**src/mbps_pkg.sv**
```systemverilog
// ----------------------------------------------------------------------------
// Masked byte pattern search package
// Types and constants shared by the controller, datapath and top level.
// ----------------------------------------------------------------------------
`timescale 1ns / 1ps

package mbps_pkg;

  // Stream payload widths.
  localparam int IN_TDATA_W  = 24;
  localparam int OUT_TDATA_W = 64;

  // Configuration register indexes.
  localparam logic CFG_PATTERN_LENGTH = 1'b0;
  localparam logic CFG_REGION_BASE    = 1'b1;

  // Item kinds carried on the input tuser bit.
  localparam logic REQ_LOAD = 1'b0;
  localparam logic REQ_SCAN = 1'b1;

  // Controller states.
  typedef enum logic {
    ST_IDLE,
    ST_PEND
  } state_t;

  // Commands from the controller to the datapath.
  typedef struct packed {
    logic load_we;
    logic scan_step;
    logic end_region;
    logic capture;
    logic out_load;
  } dp_cmd_t;

  // Status from the datapath to the controller.
  typedef struct packed {
    logic full;
    logic reported;
  } dp_status_t;

endpackage

```
**src/masked_byte_pattern_search_unit.sv**
```systemverilog
// ----------------------------------------------------------------------------
// Masked byte pattern search unit
// Finds the first occurrence of a byte pattern with wildcard positions in a
// streamed memory region and reports its address, or a miss at region end.
//
// Channel   Dir  Payload (lowest bit first)
// s_axis    in   tdata: entry_index, pattern_byte, care, data_byte; tuser: req_type;
//                tlast: last
// m_axis    out  tdata: match_address; tuser: found
// cfg       in   index 0 pattern_length, index 1 region_base
//
// Load items and scan items that give no result leave the input ready.
// A result-producing scan item closes the input while the address add
// (region base plus start offset) fills the output register; the input
// stays closed while a previous result waits on m_axis_tready.
// Reset is synchronous; the pattern store keeps its contents over reset.
// ----------------------------------------------------------------------------
`timescale 1ns / 1ps

module masked_byte_pattern_search_unit
  import mbps_pkg::*;
#(
  parameter int MAX_PATTERN  = 64,
  parameter int OFFSET_WIDTH = 32
) (
  input  logic                   clk,
  input  logic                   rst,
  // Configuration write port.
  input  logic                   cfg_we,
  input  logic                   cfg_index,
  input  logic [63:0]            cfg_data,
  // Input stream.
  input  logic                   s_axis_tvalid,
  output logic                   s_axis_tready,
  input  logic [IN_TDATA_W-1:0]  s_axis_tdata,  // entry_index, pattern_byte, care, data_byte
  input  logic                   s_axis_tuser,  // req_type
  input  logic                   s_axis_tlast,
  // Result stream.
  output logic                   m_axis_tvalid,
  input  logic                   m_axis_tready,
  output logic [OUT_TDATA_W-1:0] m_axis_tdata,  // match_address
  output logic                   m_axis_tuser   // found
);

  dp_cmd_t    cmd;
  dp_status_t status;

  mbps_ctrl u_ctrl (
    .clk           (clk),
    .rst           (rst),
    .s_axis_tvalid (s_axis_tvalid),
    .s_axis_tready (s_axis_tready),
    .s_axis_tuser  (s_axis_tuser),
    .s_axis_tlast  (s_axis_tlast),
    .m_axis_tvalid (m_axis_tvalid),
    .m_axis_tready (m_axis_tready),
    .status        (status),
    .cmd           (cmd)
  );

  mbps_datapath #(
    .MAX_PATTERN  (MAX_PATTERN),
    .OFFSET_WIDTH (OFFSET_WIDTH)
  ) u_datapath (
    .clk           (clk),
    .rst           (rst),
    .cfg_we        (cfg_we),
    .cfg_index     (cfg_index),
    .cfg_data      (cfg_data),
    .entry_index   (s_axis_tdata[5:0]),
    .pattern_byte  (s_axis_tdata[13:6]),
    .care          (s_axis_tdata[14]),
    .data_byte     (s_axis_tdata[22:15]),
    .cmd           (cmd),
    .status        (status),
    .found         (m_axis_tuser),
    .match_address (m_axis_tdata)
  );

endmodule

```
**src/mbps_datapath.sv**
```systemverilog
// ----------------------------------------------------------------------------
// Masked byte pattern search datapath
// Pattern store, prefix-match vector, offset counter and result registers.
// ----------------------------------------------------------------------------
`timescale 1ns / 1ps

module mbps_datapath
  import mbps_pkg::*;
#(
  parameter int MAX_PATTERN  = 64,
  parameter int OFFSET_WIDTH = 32
) (
  input  logic        clk,
  input  logic        rst,
  input  logic        cfg_we,
  input  logic        cfg_index,
  input  logic [63:0] cfg_data,
  input  logic [5:0]  entry_index,
  input  logic [7:0]  pattern_byte,
  input  logic        care,
  input  logic [7:0]  data_byte,
  input  dp_cmd_t     cmd,
  output dp_status_t  status,
  output logic        found,
  output logic [63:0] match_address
);

  localparam int IDX_W = (MAX_PATTERN > 1) ? $clog2(MAX_PATTERN) : 1;

  // Pattern store: each entry feeds its own comparator lane.
  logic [7:0]              expected [MAX_PATTERN];
  logic                    care_q   [MAX_PATTERN];

  logic [MAX_PATTERN-1:0]  partial;
  logic [MAX_PATTERN-1:0]  partial_next;
  logic [OFFSET_WIDTH-1:0] byte_offset;
  logic                    match_reported;
  logic [6:0]              pattern_length;
  logic [63:0]             region_base;

  logic                    found_q;
  logic [OFFSET_WIDTH-1:0] start_q;

  logic [8:0]              pl_ext;
  logic [IDX_W-1:0]        len_m1;
  logic                    full;
  logic [OFFSET_WIDTH-1:0] start;

  // Active length minus one: zero acts as one, large values saturate.
  always_comb begin
    pl_ext = 9'(pattern_length);
    if (pl_ext == 9'd0) begin
      len_m1 = '0;
    end else if (pl_ext > 9'(MAX_PATTERN)) begin
      len_m1 = IDX_W'(MAX_PATTERN - 1);
    end else begin
      len_m1 = IDX_W'(pl_ext - 9'd1);
    end
  end

  // One compare lane per pattern entry; the prefix vector shifts by one.
  always_comb begin
    for (int j = 0; j < MAX_PATTERN; j++) begin
      partial_next[j] = (IDX_W'(j) <= len_m1)
                        && ((j == 0) ? 1'b1 : partial[(j == 0) ? 0 : j - 1])
                        && (!care_q[j] || (expected[j] == data_byte));
    end
  end

  assign full  = partial_next[len_m1];
  assign start = byte_offset - OFFSET_WIDTH'(len_m1);

  assign status.full     = full;
  assign status.reported = match_reported;

  // Pattern entry writes; indexes past the store are dropped.
  always_ff @(posedge clk) begin
    for (int j = 0; j < MAX_PATTERN; j++) begin
      if (cmd.load_we && (int'(entry_index) == j)) begin
        expected[j] <= pattern_byte;
        care_q[j]   <= care;
      end
    end
  end

  // Configuration registers.
  always_ff @(posedge clk) begin
    if (rst) begin
      pattern_length <= 7'd1;
      region_base    <= '0;
    end else if (cfg_we) begin
      unique case (cfg_index)
        CFG_PATTERN_LENGTH: pattern_length <= cfg_data[6:0];
        CFG_REGION_BASE:    region_base    <= cfg_data;
      endcase
    end
  end

  // Scan state; the last byte of a region clears it all.
  always_ff @(posedge clk) begin
    if (rst) begin
      partial        <= '0;
      byte_offset    <= '0;
      match_reported <= 1'b0;
    end else if (cmd.end_region) begin
      partial        <= '0;
      byte_offset    <= '0;
      match_reported <= 1'b0;
    end else if (cmd.scan_step) begin
      partial     <= partial_next;
      byte_offset <= byte_offset + OFFSET_WIDTH'(1);
      if (full) begin
        match_reported <= 1'b1;
      end
    end
  end

  // Pending result: hit flag and start offset.
  always_ff @(posedge clk) begin
    if (cmd.capture) begin
      found_q <= full;
      start_q <= start;
    end
  end

  // Output register: base plus start offset, zero on a miss.
  always_ff @(posedge clk) begin
    if (cmd.out_load) begin
      found         <= found_q;
      match_address <= found_q ? (region_base + 64'(start_q)) : 64'd0;
    end
  end

endmodule

```
**src/mbps_ctrl.sv**
```systemverilog
// ----------------------------------------------------------------------------
// Masked byte pattern search controller
// Handshakes, command decode and output register occupancy.
// ----------------------------------------------------------------------------
`timescale 1ns / 1ps

module mbps_ctrl
  import mbps_pkg::*;
(
  input  logic       clk,
  input  logic       rst,
  input  logic       s_axis_tvalid,
  output logic       s_axis_tready,
  input  logic       s_axis_tuser,
  input  logic       s_axis_tlast,
  output logic       m_axis_tvalid,
  input  logic       m_axis_tready,
  input  dp_status_t status,
  output dp_cmd_t    cmd
);

  state_t state;
  state_t state_next;
  logic   out_valid;
  logic   out_valid_next;
  logic   accept;
  logic   is_scan;
  logic   has_result;

  // State and output occupancy registers.
  always_ff @(posedge clk) begin
    if (rst) begin
      state     <= ST_IDLE;
      out_valid <= 1'b0;
    end else begin
      state     <= state_next;
      out_valid <= out_valid_next;
    end
  end

  assign s_axis_tready = (state == ST_IDLE);
  assign m_axis_tvalid = out_valid;
  assign accept        = s_axis_tvalid && s_axis_tready;
  assign is_scan       = (s_axis_tuser == REQ_SCAN);
  // A hit, or the last byte of a region that saw no hit.
  assign has_result    = is_scan && !status.reported && (status.full || s_axis_tlast);

  // Next state and commands.
  always_comb begin
    state_next     = state;
    out_valid_next = out_valid && !m_axis_tready;
    cmd            = '0;
    unique case (state)
      ST_IDLE: begin
        cmd.load_we    = accept && !is_scan;
        cmd.scan_step  = accept && is_scan && !status.reported;
        cmd.end_region = accept && is_scan && s_axis_tlast;
        cmd.capture    = accept && has_result;
        if (accept && has_result) begin
          state_next = ST_PEND;
        end
      end
      ST_PEND: begin
        if (!out_valid || m_axis_tready) begin
          cmd.out_load   = 1'b1;
          out_valid_next = 1'b1;
          state_next     = ST_IDLE;
        end
      end
      default: begin
        state_next = ST_IDLE;
      end
    endcase
  end

endmodule

```
**config.mk**
```make
export PLATFORM = sky130hd
export DESIGN_NAME = masked_byte_pattern_search_unit
export DESIGN_NICKNAME = d
export VERILOG_FILES = /design/src/mbps_pkg.sv /design/src/masked_byte_pattern_search_unit.sv /design/src/mbps_datapath.sv /design/src/mbps_ctrl.sv
export SDC_FILE = /design/constraint.sdc
export NUM_CORES = 1
export LEC_CHECK = 0
export BUFFER_PORTS_ARGS = -buffer_cell sky130_fd_sc_hd__buf_2
export CORE_UTILIZATION = 45
export DETAILED_ROUTE_END_ITERATION = 10
export PLACE_DENSITY = 0.69
export SKIP_CTS_REPAIR_TIMING = 1
export SLEW_MARGIN = 20
export SYNTH_ARGS = -nofsm -noshare
export SYNTH_HDL_FRONTEND = slang
export SYNTH_SLANG_ARGS = --single-unit
export TNS_END_PERCENT = 1
```
**constraint.sdc**
```tcl
create_clock -name clk -period 4.2 [get_ports clk]
set_input_delay 0.21 -clock clk [delete_from_list [all_inputs] [get_ports clk]]
set_output_delay 0.21 -clock clk [all_outputs]
set_load 0.005 [all_outputs]
```
# --- After elaboration in Yosys (flattened, before gate mapping) ---
# Memories as Yosys holds them, arrays and structs flattened.
# Index checks and enable logic that the tools add are counted.
classes:
  n_bitwise: 2
  n_addsub: 4
  order_cmp: 66
  n_reduce_logical: 466
  eq_ne: 127
  n_mux: 518
op_table:
  columns: ["op", "n"]
  rows:
  - ["$mux 6", 128]
  - ["$eq 8x8->1", 64]
  - ["$mux 8", 63]
  - ["$reduce_or 8->1", 63]
  - ["$mux 1", 324]
  - ["$logic_and 1x1->1", 200]
  - ["$eq 6x6->1 const B", 32]
  - ["$le 6x6->1 const A", 32]
  - ["$eq 6x5->1 const B", 16]
  - ["$le 5x6->1 const A", 16]
  - ["$logic_not 1->1", 68]
  - ["$logic_or 1x1->1", 66]
  - ["$add 64x32->64", 1]
  - ["$reduce_or 1->1", 63]
  - ["$eq 6x4->1 const B", 8]
  - ["$le 4x6->1 const A", 8]
  - ["$add 32x1->32 const B", 1]
  - ["$sub 32x6->32", 1]
  - ["$eq 6x3->1 const B", 4]
  - ["$le 3x6->1 const A", 4]
  - ["$eq 6x2->1 const B", 2]
  - ["$le 1x6->1 const A", 2]
  - ["$le 2x6->1 const A", 2]
  - ["$gt 7x7->1 const B", 1]
  - ["other kinds (11)", 14]
totals:
  inputBits: 96
  register_bits: 267
  elab_cells: 1196
  out_inout_bits: 67
  mem_count: 2
  mem_bits_rw: 576
mem_list:
  columns: ["name", "depth", "word_bits", "read_ports", "rd_ports_with_merged_regs", "wr", "line_no", "source"]
  rows:
  - ["u_datapath.expected", 64, 8, 64, 0, 1, "mbps_datapath.sv:31", "logic [7:0] expected [MAX_PATTERN];"]
  - ["u_datapath.care_q", 64, 1, 64, 0, 1, "mbps_datapath.sv:32", "logic care_q [MAX_PATTERN];"]

# --- Depth between registers and ports, before layout ---
# Gate-level depths: netlist of run 1.
logic_depth:
  word_depth: 79
  depth_mapped: 20
  ltp_nobuf: 18

# --- Hierarchy ---
# From an unflattened synthesis of run 1, not the netlist that was laid out.
hier_totals:
  cells_unflattened: 3150
  area_unflattened_um2: 38265.4
by_module_without_submodules:
  columns: ["mod", "cells_per_inst", "seq_area_each_um2", "area_per_inst_um2", "n_inst"]
  rows:
  - ["mbps_datapath", 3136, 23582.6, 38124.1, 1]
  - ["mbps_ctrl", 14, 40.0, 141.4, 1]

# --- Least setup slack after synthesis of run 1 ---
# No wires, ideal clock.
synth_path:
  kind: "register to register"
  startpoint: "reg u_datapath.pattern_length[1]"
  endpoint: "reg u_datapath.found_q (enable)"
  stages_incl_launch_ff: 15
  t_arrival_ns: 3.894
  n_path_buf: 2
  setup_slack_ns: -0.089
  setup_time_ns: 0.395
  t_required_ns: 3.805
  period_less_slack_ns: 4.289
  cell_sequence: "dfxtp_1 clkbuf_1 inv_1 ha_1 buf_4 nor3b_1 xnor2_1 nor4_4 and2_1 a22oi_1 or4_1 o31ai_1 o21ai_0 o2111ai_1 o31a_1"
synth_rtl:
  columns: ["element", "line_no", "source"]
  rows:
  - ["start, declared", "mbps_datapath.sv:38", "logic [6:0] pattern_length;"]
  - ["start signal, assigned", "mbps_datapath.sv:93", "CFG_PATTERN_LENGTH: pattern_length <= cfg_data[6:0];"]
  - ["end signal, assigned", "mbps_datapath.sv:121", "found_q <= full;"]
  - ["end, declared", "mbps_datapath.sv:41", "logic found_q;"]

==> results of run 1 <==
==> report_power, final <==
part | leakage, nW | total, mW | internal [mW] | switching (mW)
sequential | 7.40 | 9.19 | 9.13 | 0.0578
combinational | 6.05 | 1.87 | 0.711 | 1.16
clock | 1.34 | 7.45 | 4.19 | 3.26
==> synthesized netlist by cell type, drive strengths merged (11+ instances only) <==
cell type and instances:
mux2i 11, inv 31, nand2b 29, nor2 240
nand3 77, nor4 21, and3 33, buf 76
dfxtp 169, nand3b 13, xnor2 558, nor2b 18
clkbuf 96, nor3 49, o21ai 146, a21o 13
nand4 165, o211ai 13, edfxtp 674, and2 36
a21oi 184, o31ai 11, xor2 44, nand2 304
or3 14, ha 40, o21a 17, a211oi 15
==> worst max-delay path: cells and delay by family (launching register included) <==
kind                     cells  cell delay [ns]
AO/OA/AOI/OAI                6             1.60
adder cells (fa/ha/maj)      1             0.28
buffers and inverters        3             0.48
flip-flops                   1             0.31
AND/OR/NAND/NOR              4             1.10
==> kinds of logic (layout without fill, tap and decap cells) <==
group,Yosys count,in the layout
compound gates,504,504
fa+ha+maj,48,48
simple gates,1040,1040
other cells,0,3
flops,843,843
buf+inv,203,587
xor+xnor,602,602
mux,12,12
==> state kept, by name, summed over array words and instances (netlist names) <==
register                   flops
u_datapath.found_q             1
u_datapath.care_q             64
u_datapath.expected          512
u_datapath.start_q            32
u_datapath.region_base        64
u_datapath.found               1
u_ctrl.m_axis_tvalid           1
u_datapath.byte_offset        32
u_datapath.partial            63
u_datapath.pattern_length      7
u_ctrl.state                   1
u_datapath.match_reported      1
u_datapath.match_address      64
==> metal layers <==
layer | up-vias | global-route usage [%] | part of all wire [%]
li1 | 12404 | - | -
met5 | - | 0 | 0.049
met1 | 12886 | 32.0 | 43
met3 | 179 | 3.34 | 7.2
met2 | 1040 | 37.3 | 47
met4 | 8 | 6.60 | 2.4
==> cell type report <==
| cell class | instances | area share [%] |
|---|---|---|
| flip-flops and latches | 843 | 52.3 |
| multi-input cells | 2206 | 31.6 |
| repair buffers | 401 | 6.59 |
| clock buffers | 105 | 5.11 |
| well taps | 1144 | 3.17 |
| clock inverters | 50 | 1.02 |
| inverters | 31 | 0.258 |
| diodes | 3 | 0.0166 |
==> how the worst max path moves through the flow <==
stage	depth (start not counted)	startpoint	end	slack, ns
2_1_floorplan	17	u_datapath.pattern_length[1]	u_datapath.start_q[27]	0.03
3_3_place_gp	13	u_datapath.pattern_length[0]	u_datapath.start_q[28]	0.12
3_5_place_dp	13	u_datapath.pattern_length[0]	u_datapath.start_q[28]	0.08
4_1_cts	13	u_datapath.pattern_length[0]	u_datapath.start_q[3]	0.04
5_1_grt	15	u_datapath.pattern_length[0]	u_datapath.start_q[4]	-0.02
6_report	14	u_datapath.pattern_length[0]	u_datapath.start_q[17]	0.14
==> stage by stage <==
stage	power, mW	cells
CTS	18.6	4711
detailed placement	11.2	4556
global route	19.1	4781
global placement	11.1	4556
floorplan	10.4	3252
finish	18.5	4783
==> metrics.md, run 1 <==
| Metric | Value |
|---|---|
| Status | `complete, no violations` |
| Mapped Cells | `3252` |
| Tcrit/Tclk final | `96.6%` |
| Setup WS post-layout | `0.141 ns` |
| Die extent in y | `295 µm` |
| Width of the die | `295 µm` |
| Post-synth ARST share | `0%` |
| Post-synthesis mux area share | `0.314%` |
| Synth top area cells | `edfxtp_1 (52%), xnor2_1 (13%), dfxtp_1 (8.8%)` |
| CTS tree | `yes` |
| Rows | `107` |
| CP Cell Sequence | `inv_1 -> ha_1 -> or3b_2 -> nor2_4 -> a31oi_2 -> buf_4 -> o311ai_1 -> o32ai_1 -> o31ai_1 -> nand4_1 -> nor4_2 -> o2111ai_1 -> o31a_2 -> buf_12` |
| Hold path cells | `4` |
| Final #Nets | `3709` |
| Critical path launch point type | `flip-flop` |
| Simple-Gate Fraction of Synth Area | `13.3%` |
| Pwr per Cell Area | `410 mW/mm²` |
| Max Clock Freq | `246 MHz` |
| Commonest non-fill, non-tap cell in the layout | `edfxtp_1` |
| Reg2reg setup slack | `0.14 ns` |
| # H-tree levels | `3` |
| Clock tree buffer depth | `3` |
| Clock root cell | `clkbuf_16` |
| Setup TNS Final | `0 ns` |
| Post-synth EDFFs | `674` |
| Worst slack, placed | `0.0777 ns` |
| Antenna Nets Post-Route | `0` |
| DIE AREA | `0.0871 mm²` |
| Synth warn | `0` |
| Area taken by multi-input logic gates | `0.0143 mm²` |
| Post-DR wirelength/cell | `21.3 µm` |
| Crit Path Max Fanout | `33` |
| Syn avg cell area | `11.9 µm²` |
| Max-slew headroom | `28.4%` |
| R2r endpoint | `u_datapath.start_q[17]` |
| Synth Area in Adders | `1.55%` |
| Post-synth top area cell | `edfxtp_1` |
| HP Start | `cfg_index` |
| Placer congestion estimate | `0.999` |
| Post-synth top area share | `52.4%` |
| Reg-to-Reg Start | `u_datapath.pattern_length[0]` |
| Worst Clk Skew | `0.0455 ns` |
| Final setup viols | `0` |
| Final max-slew violation count | `0` |
| Total gr overflow | `0` |
| CTS buffer count | `88` |
| Vias/cell | `5.54` |
| Max incr delay on CP | `0.52 ns` |
| Unrepaired setup endpoints after global routing | `yes` |
| WHS | `0.152 ns` |
| Period minus WS final | `4.06 ns` |
| Sequential fraction of the synthesis area | `61.1%` |
| Critical Path Sink Type | `flip-flop` |
| IO buf count | `161` |
| Reg2reg path depth | `14` |
| Final Cell Area | `0.0452 mm²` |
| Drt total wl | `102 mm` |
| Complex-gate fraction of the synthesized area | `7.92%` |
| Dpl hpwl | `66.4 mm` |
| Starting Density | `45.4%` |
| GRT Overall Usage | `22.9%` |
| Largest net degree at the start of global routing | `109` |
| Largest family of logic cells by synthesized area | `XOR/XNOR gates` |
| Fin. Hold Viols | `0` |
| First-pass DRT Iterations | `6` |
| Layout area overhead | `16.9%` |
| Flops & latches, synth | `843` |
| Top Ports | `163` |
| Initial antenna violation count | `6` |
| Worst hold path class | `in2reg` |
| Worst-skew pair later-pin latency | `0.67 ns` |
| Hold Path Sink | `u_datapath.pattern_length[0]` |
| First-pass GRT wire length | `151 mm` |
| Predominant post-synthesis flop cell | `edfxtp_1` |
| Worst Tran Pin Value | `1.07 ns` |
| Final core utilization | `53.1%` |
| # DRC | `0` |
| Most frequent cells in the layout | `edfxtp_1 (674), xnor2_1 (557), nand2_1 (303), nor2_1 (238), a21oi_1 (184)` |
| Fillers | `7211` |
| Vias in the first global route | `25081` |
| Ratio of cells with drive above 1 in the final layout | `13.4%` |
| Cell variety after synth | `82` |
| CTS Sinks | `843` |
| Core area | `0.0851 mm²` |
| Iter 0 DRT Violations | `2286` |
| Reg clk slew, reported paths | `0.07 ns` |
| Leak | `14.8 nW` |
| Post-synthesis cell area | `0.0387 mm²` |
| CP Class | `reg2reg` |
| Xor/xnor share of the synthesized area | `13.6%` |
| Post-synth net total | `3390` |
| Placed Area | `0.0417 mm²` |
| Worst Path Required | `4.59 ns` |
| Vias post-DR | `26517` |
| Max Cap Violations | `0` |
| Worst path slowest cell | `or3b_2` |
| Max IR drop VDD | `393 µV` |
| Worst EP arrival | `4.45 ns` |
| Area taken by flip-flops and latches | `0.0236 mm²` |
(Power assumes the default switching activity.)
==> inputs of run 2 (changes only) <==
Settings changed: CTS_CLUSTER_SIZE set to 10, PLACE_DENSITY 0.69 to 0.66.
Clock period 4.2 ns to 4.5 ns, I/O delays scaled along.
==> run 2 against run 1 <==
- sequential power shrank 6.6%
- combinational power shrank 9%
- via count is 1.1% lower
- sequential share of layout area increased by 0.39 points
- clock skew shrank 0.0065 ns
- critical path depth is the same
- core utilization is 0.39 points lower
==> metrics.md, run 2 (synthesis gave the netlist of run 1 again) <==
| Metric | Value |
|---|---|
| Worst EP arrival | `4.83 ns` |
| CTS buffer count | `97` |
| Critical Path Sink Type | `flip-flop` |
| Worst hold path class | `in2reg` |
| Ratio of cells with drive above 1 in the final layout | `11.9%` |
| Width of the die | `295 µm` |
| Rows | `107` |
| Drt total wl | `103 mm` |
| Worst slack, placed | `0.293 ns` |
| Antenna Nets Post-Route | `0` |
| Largest net degree at the start of global routing | `93` |
| # H-tree levels | `3` |
| Worst path slowest cell | `nor3_1` |
| Crit Path Max Fanout | `33` |
| Fin. Hold Viols | `0` |
| First-pass DRT Iterations | `6` |
| Period minus WS final | `4.43 ns` |
| Die extent in y | `295 µm` |
| Total power draw | `17.4 mW` |
| Initial antenna violation count | `5` |
| WHS | `0.0680 ns` |
| Max Cap Violations | `0` |
| Placed insts | `4513` |
| Top Ports | `163` |
| DIE AREA | `0.0871 mm²` |
| Core area | `0.0851 mm²` |
| Max reg flops | `512` |
| Worst Path Required | `4.90 ns` |
| Commonest non-fill, non-tap cell in the layout | `edfxtp_1` |
| GRT Overall Usage | `23.3%` |
| Vias post-DR | `26234` |
| Dpl hpwl | `66.3 mm` |
| Final #Nets | `3673` |
| Worst-skew pair later-pin latency | `0.67 ns` |
| Worst Tran Pin Value | `1.17 ns` |
| First-pass GRT wire length | `152 mm` |
| Starting Density | `45.4%` |
| Leak | `14.6 nW` |
| Vias in the first global route | `25362` |
| CTS Sinks | `843` |
| Vias/cell | `5.53` |
| Final core utilization | `52.7%` |
| Post-DR wirelength/cell | `21.7 µm` |
| IO buf count | `161` |
| Tcrit/Tclk final | `98.4%` |
| Final max-slew violation count | `0` |
| CP Class | `reg2reg` |
| Final Cell Area | `0.0448 mm²` |
| Total gr overflow | `0` |
| Max IR drop VDD | `341 µV` |
| Worst Clk Skew | `0.0390 ns` |
| Layout area overhead | `16.0%` |
| CP Cell Sequence | `inv_1 -> ha_1 -> nor2b_1 -> a21oi_1 -> buf_4 -> nor3_1 -> o21a_1 -> o22ai_1 -> nand3_1 -> o31ai_1 -> nor4b_1 -> o2111ai_2 -> o31a_1 -> buf_12` |
| Setup TNS Final | `0 ns` |
| Final std cells w/o fill | `4742` |
| Reg2reg setup slack | `0.07 ns` |
| CTS tree | `yes` |
| Max Clock Freq | `226 MHz` |
| Clock root cell | `clkbuf_16` |
| Placer congestion estimate | `1.02` |
| Clock tree buffer depth | `3` |
| Final setup viols | `0` |
| Pwr per Cell Area | `388 mW/mm²` |
| Iter 0 DRT Violations | `2345` |
| Setup WS post-layout | `0.0739 ns` |
| Max-slew headroom | `21.9%` |
| Status | `complete, no violations` |
| Max incr delay on CP | `0.58 ns` |
| Reg clk slew, reported paths | `0.06 ns` |
| Top reg by flops | `u_datapath.expected` |
| Critical path launch point type | `flip-flop` |
| Placed Area | `0.0413 mm²` |
| Most frequent cells in the layout | `edfxtp_1 (674), xnor2_1 (558), nand2_1 (303), nor2_1 (238), a21oi_1 (184)` |
| # DRC | `0` |
==> run 2: cell count changes in the layout (fill, tap and decap cells not counted), sizes merged <==
cell and change:
buf -45, clkbuf +44, bufinv -4, diode -1, clkinvlp -3, clkinv -33, inv +1
==> run 2: worst paths after layout <==
| path | from | endpoint | depth (start not counted) |
|---|---|---|---|
| setup / recovery | u_datapath.pattern_length[0] | u_datapath.start_q[14] | 14 |
| hold / removal | s_axis_tdata[10] | u_datapath.expected[1][148] | 1 |
| setup reg to reg | u_datapath.pattern_length[0] | u_datapath.start_q[14] | 14 |
| hold reg to reg | u_datapath.partial[53] | u_datapath.partial[53] | 2 |
==> run 2: critical path: cells and delay by family, from the launching register on <==
kind / cells / cell delay, ns
adder cells (fa/ha/maj): 1 / 0.30
buffers and inverters: 3 / 0.62
AO/OA/AOI/OAI: 6 / 1.38
AND/OR/NAND/NOR: 4 / 1.55
flip-flops: 1 / 0.31
==> run 2: routing by layer <==
metal / vias to the layer above / track usage, % / routed length, µm
li1: 12293 / - / -
met3: 234 / 5.22 / 8180
met2: 1053 / 37.7 / 47600
met5: - / 0 / 48
met1: 12646 / 30.9 / 43600
met4: 8 / 7.73 / 3380
==> run 2: final cells by class <==
type                    instances  area [µm²]
clock buffers                 149        2670
fillers                      7332       40300
clock inverters                11         144
flip-flops and latches        843       23600
multi-input cells            2206       14200
diodes                          2        5.00
inverters                      31         116
well taps                    1144        1430
repair buffers                356        2620
==> run 2: power by group <==
group | switching [mW] | internal (mW)
Clock | 3.03 | 4.07
Combinational | 1.08 | 0.628
Sequential | 0.0509 | 8.53
Total | 4.16 | 13.2
==> inputs of run 3 (changes only) <==
Settings changed: CORE_UTILIZATION 45 to 50, CTS_BUF_LIST set to sky130_fd_sc_hd__clkbuf_4 sky130_fd_sc_hd__clkbuf_8, PLACE_DENSITY 0.66 to 0.74.
Clock period 4.5 ns to 3.8 ns, I/O delays scaled along.
==> run 3 against run 2 <==
- worst setup slack lost 0.021 ns
- critical endpoint is now u_datapath.start_q[7]
- global-route usage grew 3.2 points
- fmax up 18%
- highest routed layer unchanged
==> metrics.md, run 3 (synthesis gave the netlist of run 1 again) <==
| Metric | Value |
|---|---|
| Worst hold path class | `in2reg` |
| CTS tree | `yes` |
| Max Cap Violations | `0` |
| Final Cell Area | `0.0467 mm²` |
| Final max-slew violation count | `0` |
| Reg clk slew, reported paths | `0.06 ns` |
| Dpl hpwl | `70.3 mm` |
| Most frequent cells in the layout | `edfxtp_1 (674), xnor2_1 (555), buf_4 (340), nand2_1 (302), nor2_1 (236)` |
| Post-DR wirelength/cell | `21.5 µm` |
| Leak | `15.8 nW` |
| Max Clock Freq | `267 MHz` |
| Worst-skew pair later-pin latency | `0.80 ns` |
| Period minus WS final | `3.75 ns` |
| Critical path launch point type | `flip-flop` |
| Width of the die | `280 µm` |
| CTS Sinks | `843` |
| Core area | `0.0762 mm²` |
| Placed insts | `4614` |
| Final #Nets | `3937` |
| Tcrit/Tclk final | `98.6%` |
| GRT Overall Usage | `26.5%` |
| Starting Density | `50.7%` |
| First-pass DRT Iterations | `5` |
| Pwr per Cell Area | `438 mW/mm²` |
| Worst Tran Pin Value | `1.15 ns` |
| Reg-to-Reg Start | `u_datapath.pattern_length[0]` |
| Top reg by flops | `u_datapath.expected` |
| Commonest non-fill, non-tap cell in the layout | `edfxtp_1` |
| Rows | `101` |
| Top Ports | `163` |
| Clock root cell | `clkbuf_8` |
| Max IR drop VDD | `427 µV` |
| Vias/cell | `5.62` |
| Fin. Hold Viols | `0` |
| Placed Area | `0.0428 mm²` |
| Clock tree buffer depth | `3` |
| Max-slew headroom | `23.3%` |
| Iter 0 DRT Violations | `2466` |
| # DRC | `0` |
| CTS buffer count | `138` |
| DIE AREA | `0.0784 mm²` |
| Worst Path Required | `4.32 ns` |
| Final std cells w/o fill | `4937` |
| Vias post-DR | `27750` |
| Final setup viols | `0` |
| Worst EP arrival | `4.26 ns` |
| Total power draw | `20.4 mW` |
| Antenna Nets Post-Route | `0` |
| IO buf count | `161` |
| Placer congestion estimate | `1.00` |
| Largest net degree at the start of global routing | `109` |
| Setup WS post-layout | `0.0530 ns` |
| Critical path launch point | `u_datapath.pattern_length[0]` |
| Die extent in y | `280 µm` |
| Drt total wl | `106 mm` |
| Final core utilization | `61.2%` |
| Vias in the first global route | `26681` |
| Crit Path Max Fanout | `33` |
| Worst Clk Skew | `0.0485 ns` |
| Critical Path Sink Type | `flip-flop` |
| Fillers | `5885` |
| Unrepaired setup endpoints after global routing | `yes` |
| Setup TNS Final | `0 ns` |
| Worst slack, placed | `-0.234 ns` |
| Status | `complete, no violations` |
| CP Class | `reg2reg` |
| Layout area overhead | `20.7%` |
| # H-tree levels | `4` |
| HP Start | `cfg_index` |
| Ratio of cells with drive above 1 in the final layout | `20.6%` |
| WHS | `0.00819 ns` |
| Total gr overflow | `0` |
| Initial antenna violation count | `7` |
| Max reg flops | `512` |
| First-pass GRT wire length | `157 mm` |
run 3: cell count changes in the layout (fill, tap and decap cells not counted), moves of 5 or more:
| cell | change |
|---|---|
| clkbuf_8 | +138 |
| clkbuf_4 | +54 |
| clkbuf_1 | -47 |
| clkinv_2 | +9 |
| clkbuf_16 | -97 |
| buf_4 | +215 |
| o311ai_2 | +5 |
| clkinv_1 | +16 |
run 3: path summary, 6_finish.rpt:
| path | slack [ns] | endpoint | cells after the start |
|---|---|---|---|
| worst max-delay path | 0.05 | u_datapath.start_q[7] | 14 |
| worst min-delay path | 0.008 | u_datapath.pattern_length[0] | 4 |
| worst max register to register | 0.05 | u_datapath.start_q[7] | 14 |
| worst min register to register | 0.45 | u_datapath.partial[41] | 2 |
run 3: where the power goes:
group | internal (mW) | total [mW] | switching (mW)
clock network | 4.29 | 7.98 | 3.69
logic | 0.947 | 2.30 | 1.36
registers | 10.1 | 10.2 | 0.0657
run 3: critical path: stages, from the launching register on:
cell       delay, ns
dfxtp_1         0.32
inv_2           0.13
ha_4            0.20
or3b_1          0.38
buf_4           0.18
xnor2_4         0.19
o21ai_0         0.16
a211oi_2        0.31
nor3_1          0.09
o31ai_1         0.24
nand4_1         0.20
nor4_2          0.21
o2111ai_2       0.26
o31a_2          0.43
buf_12          0.18
run 3: layer usage:
| layer | vias up | track usage, % | wire length (µm) |
|---|---|---|---|
| met1 | 13477 | 35.5 | 44900 |
| met4 | 4 | 9.75 | 3240 |
| met5 | - | 0 | 26 |
| met2 | 1166 | 43.1 | 50200 |
| li1 | 12865 | - | - |
| met3 | 238 | 4.85 | 7700 |
run 3: layout make-up:
cell class	instances	area (µm²)	area share [%]
Sequential cell	843	23600	50.6
Multi-Input combinational cell	2206	14500	31.0
Timing Repair Buffer	579	4350	9.32
Clock buffer	197	2370	5.09
Tap cell	1030	1290	2.76
Clock inverter	46	412	0.882
Inverter	31	116	0.249
Antenna cell	5	12.5	0.0268
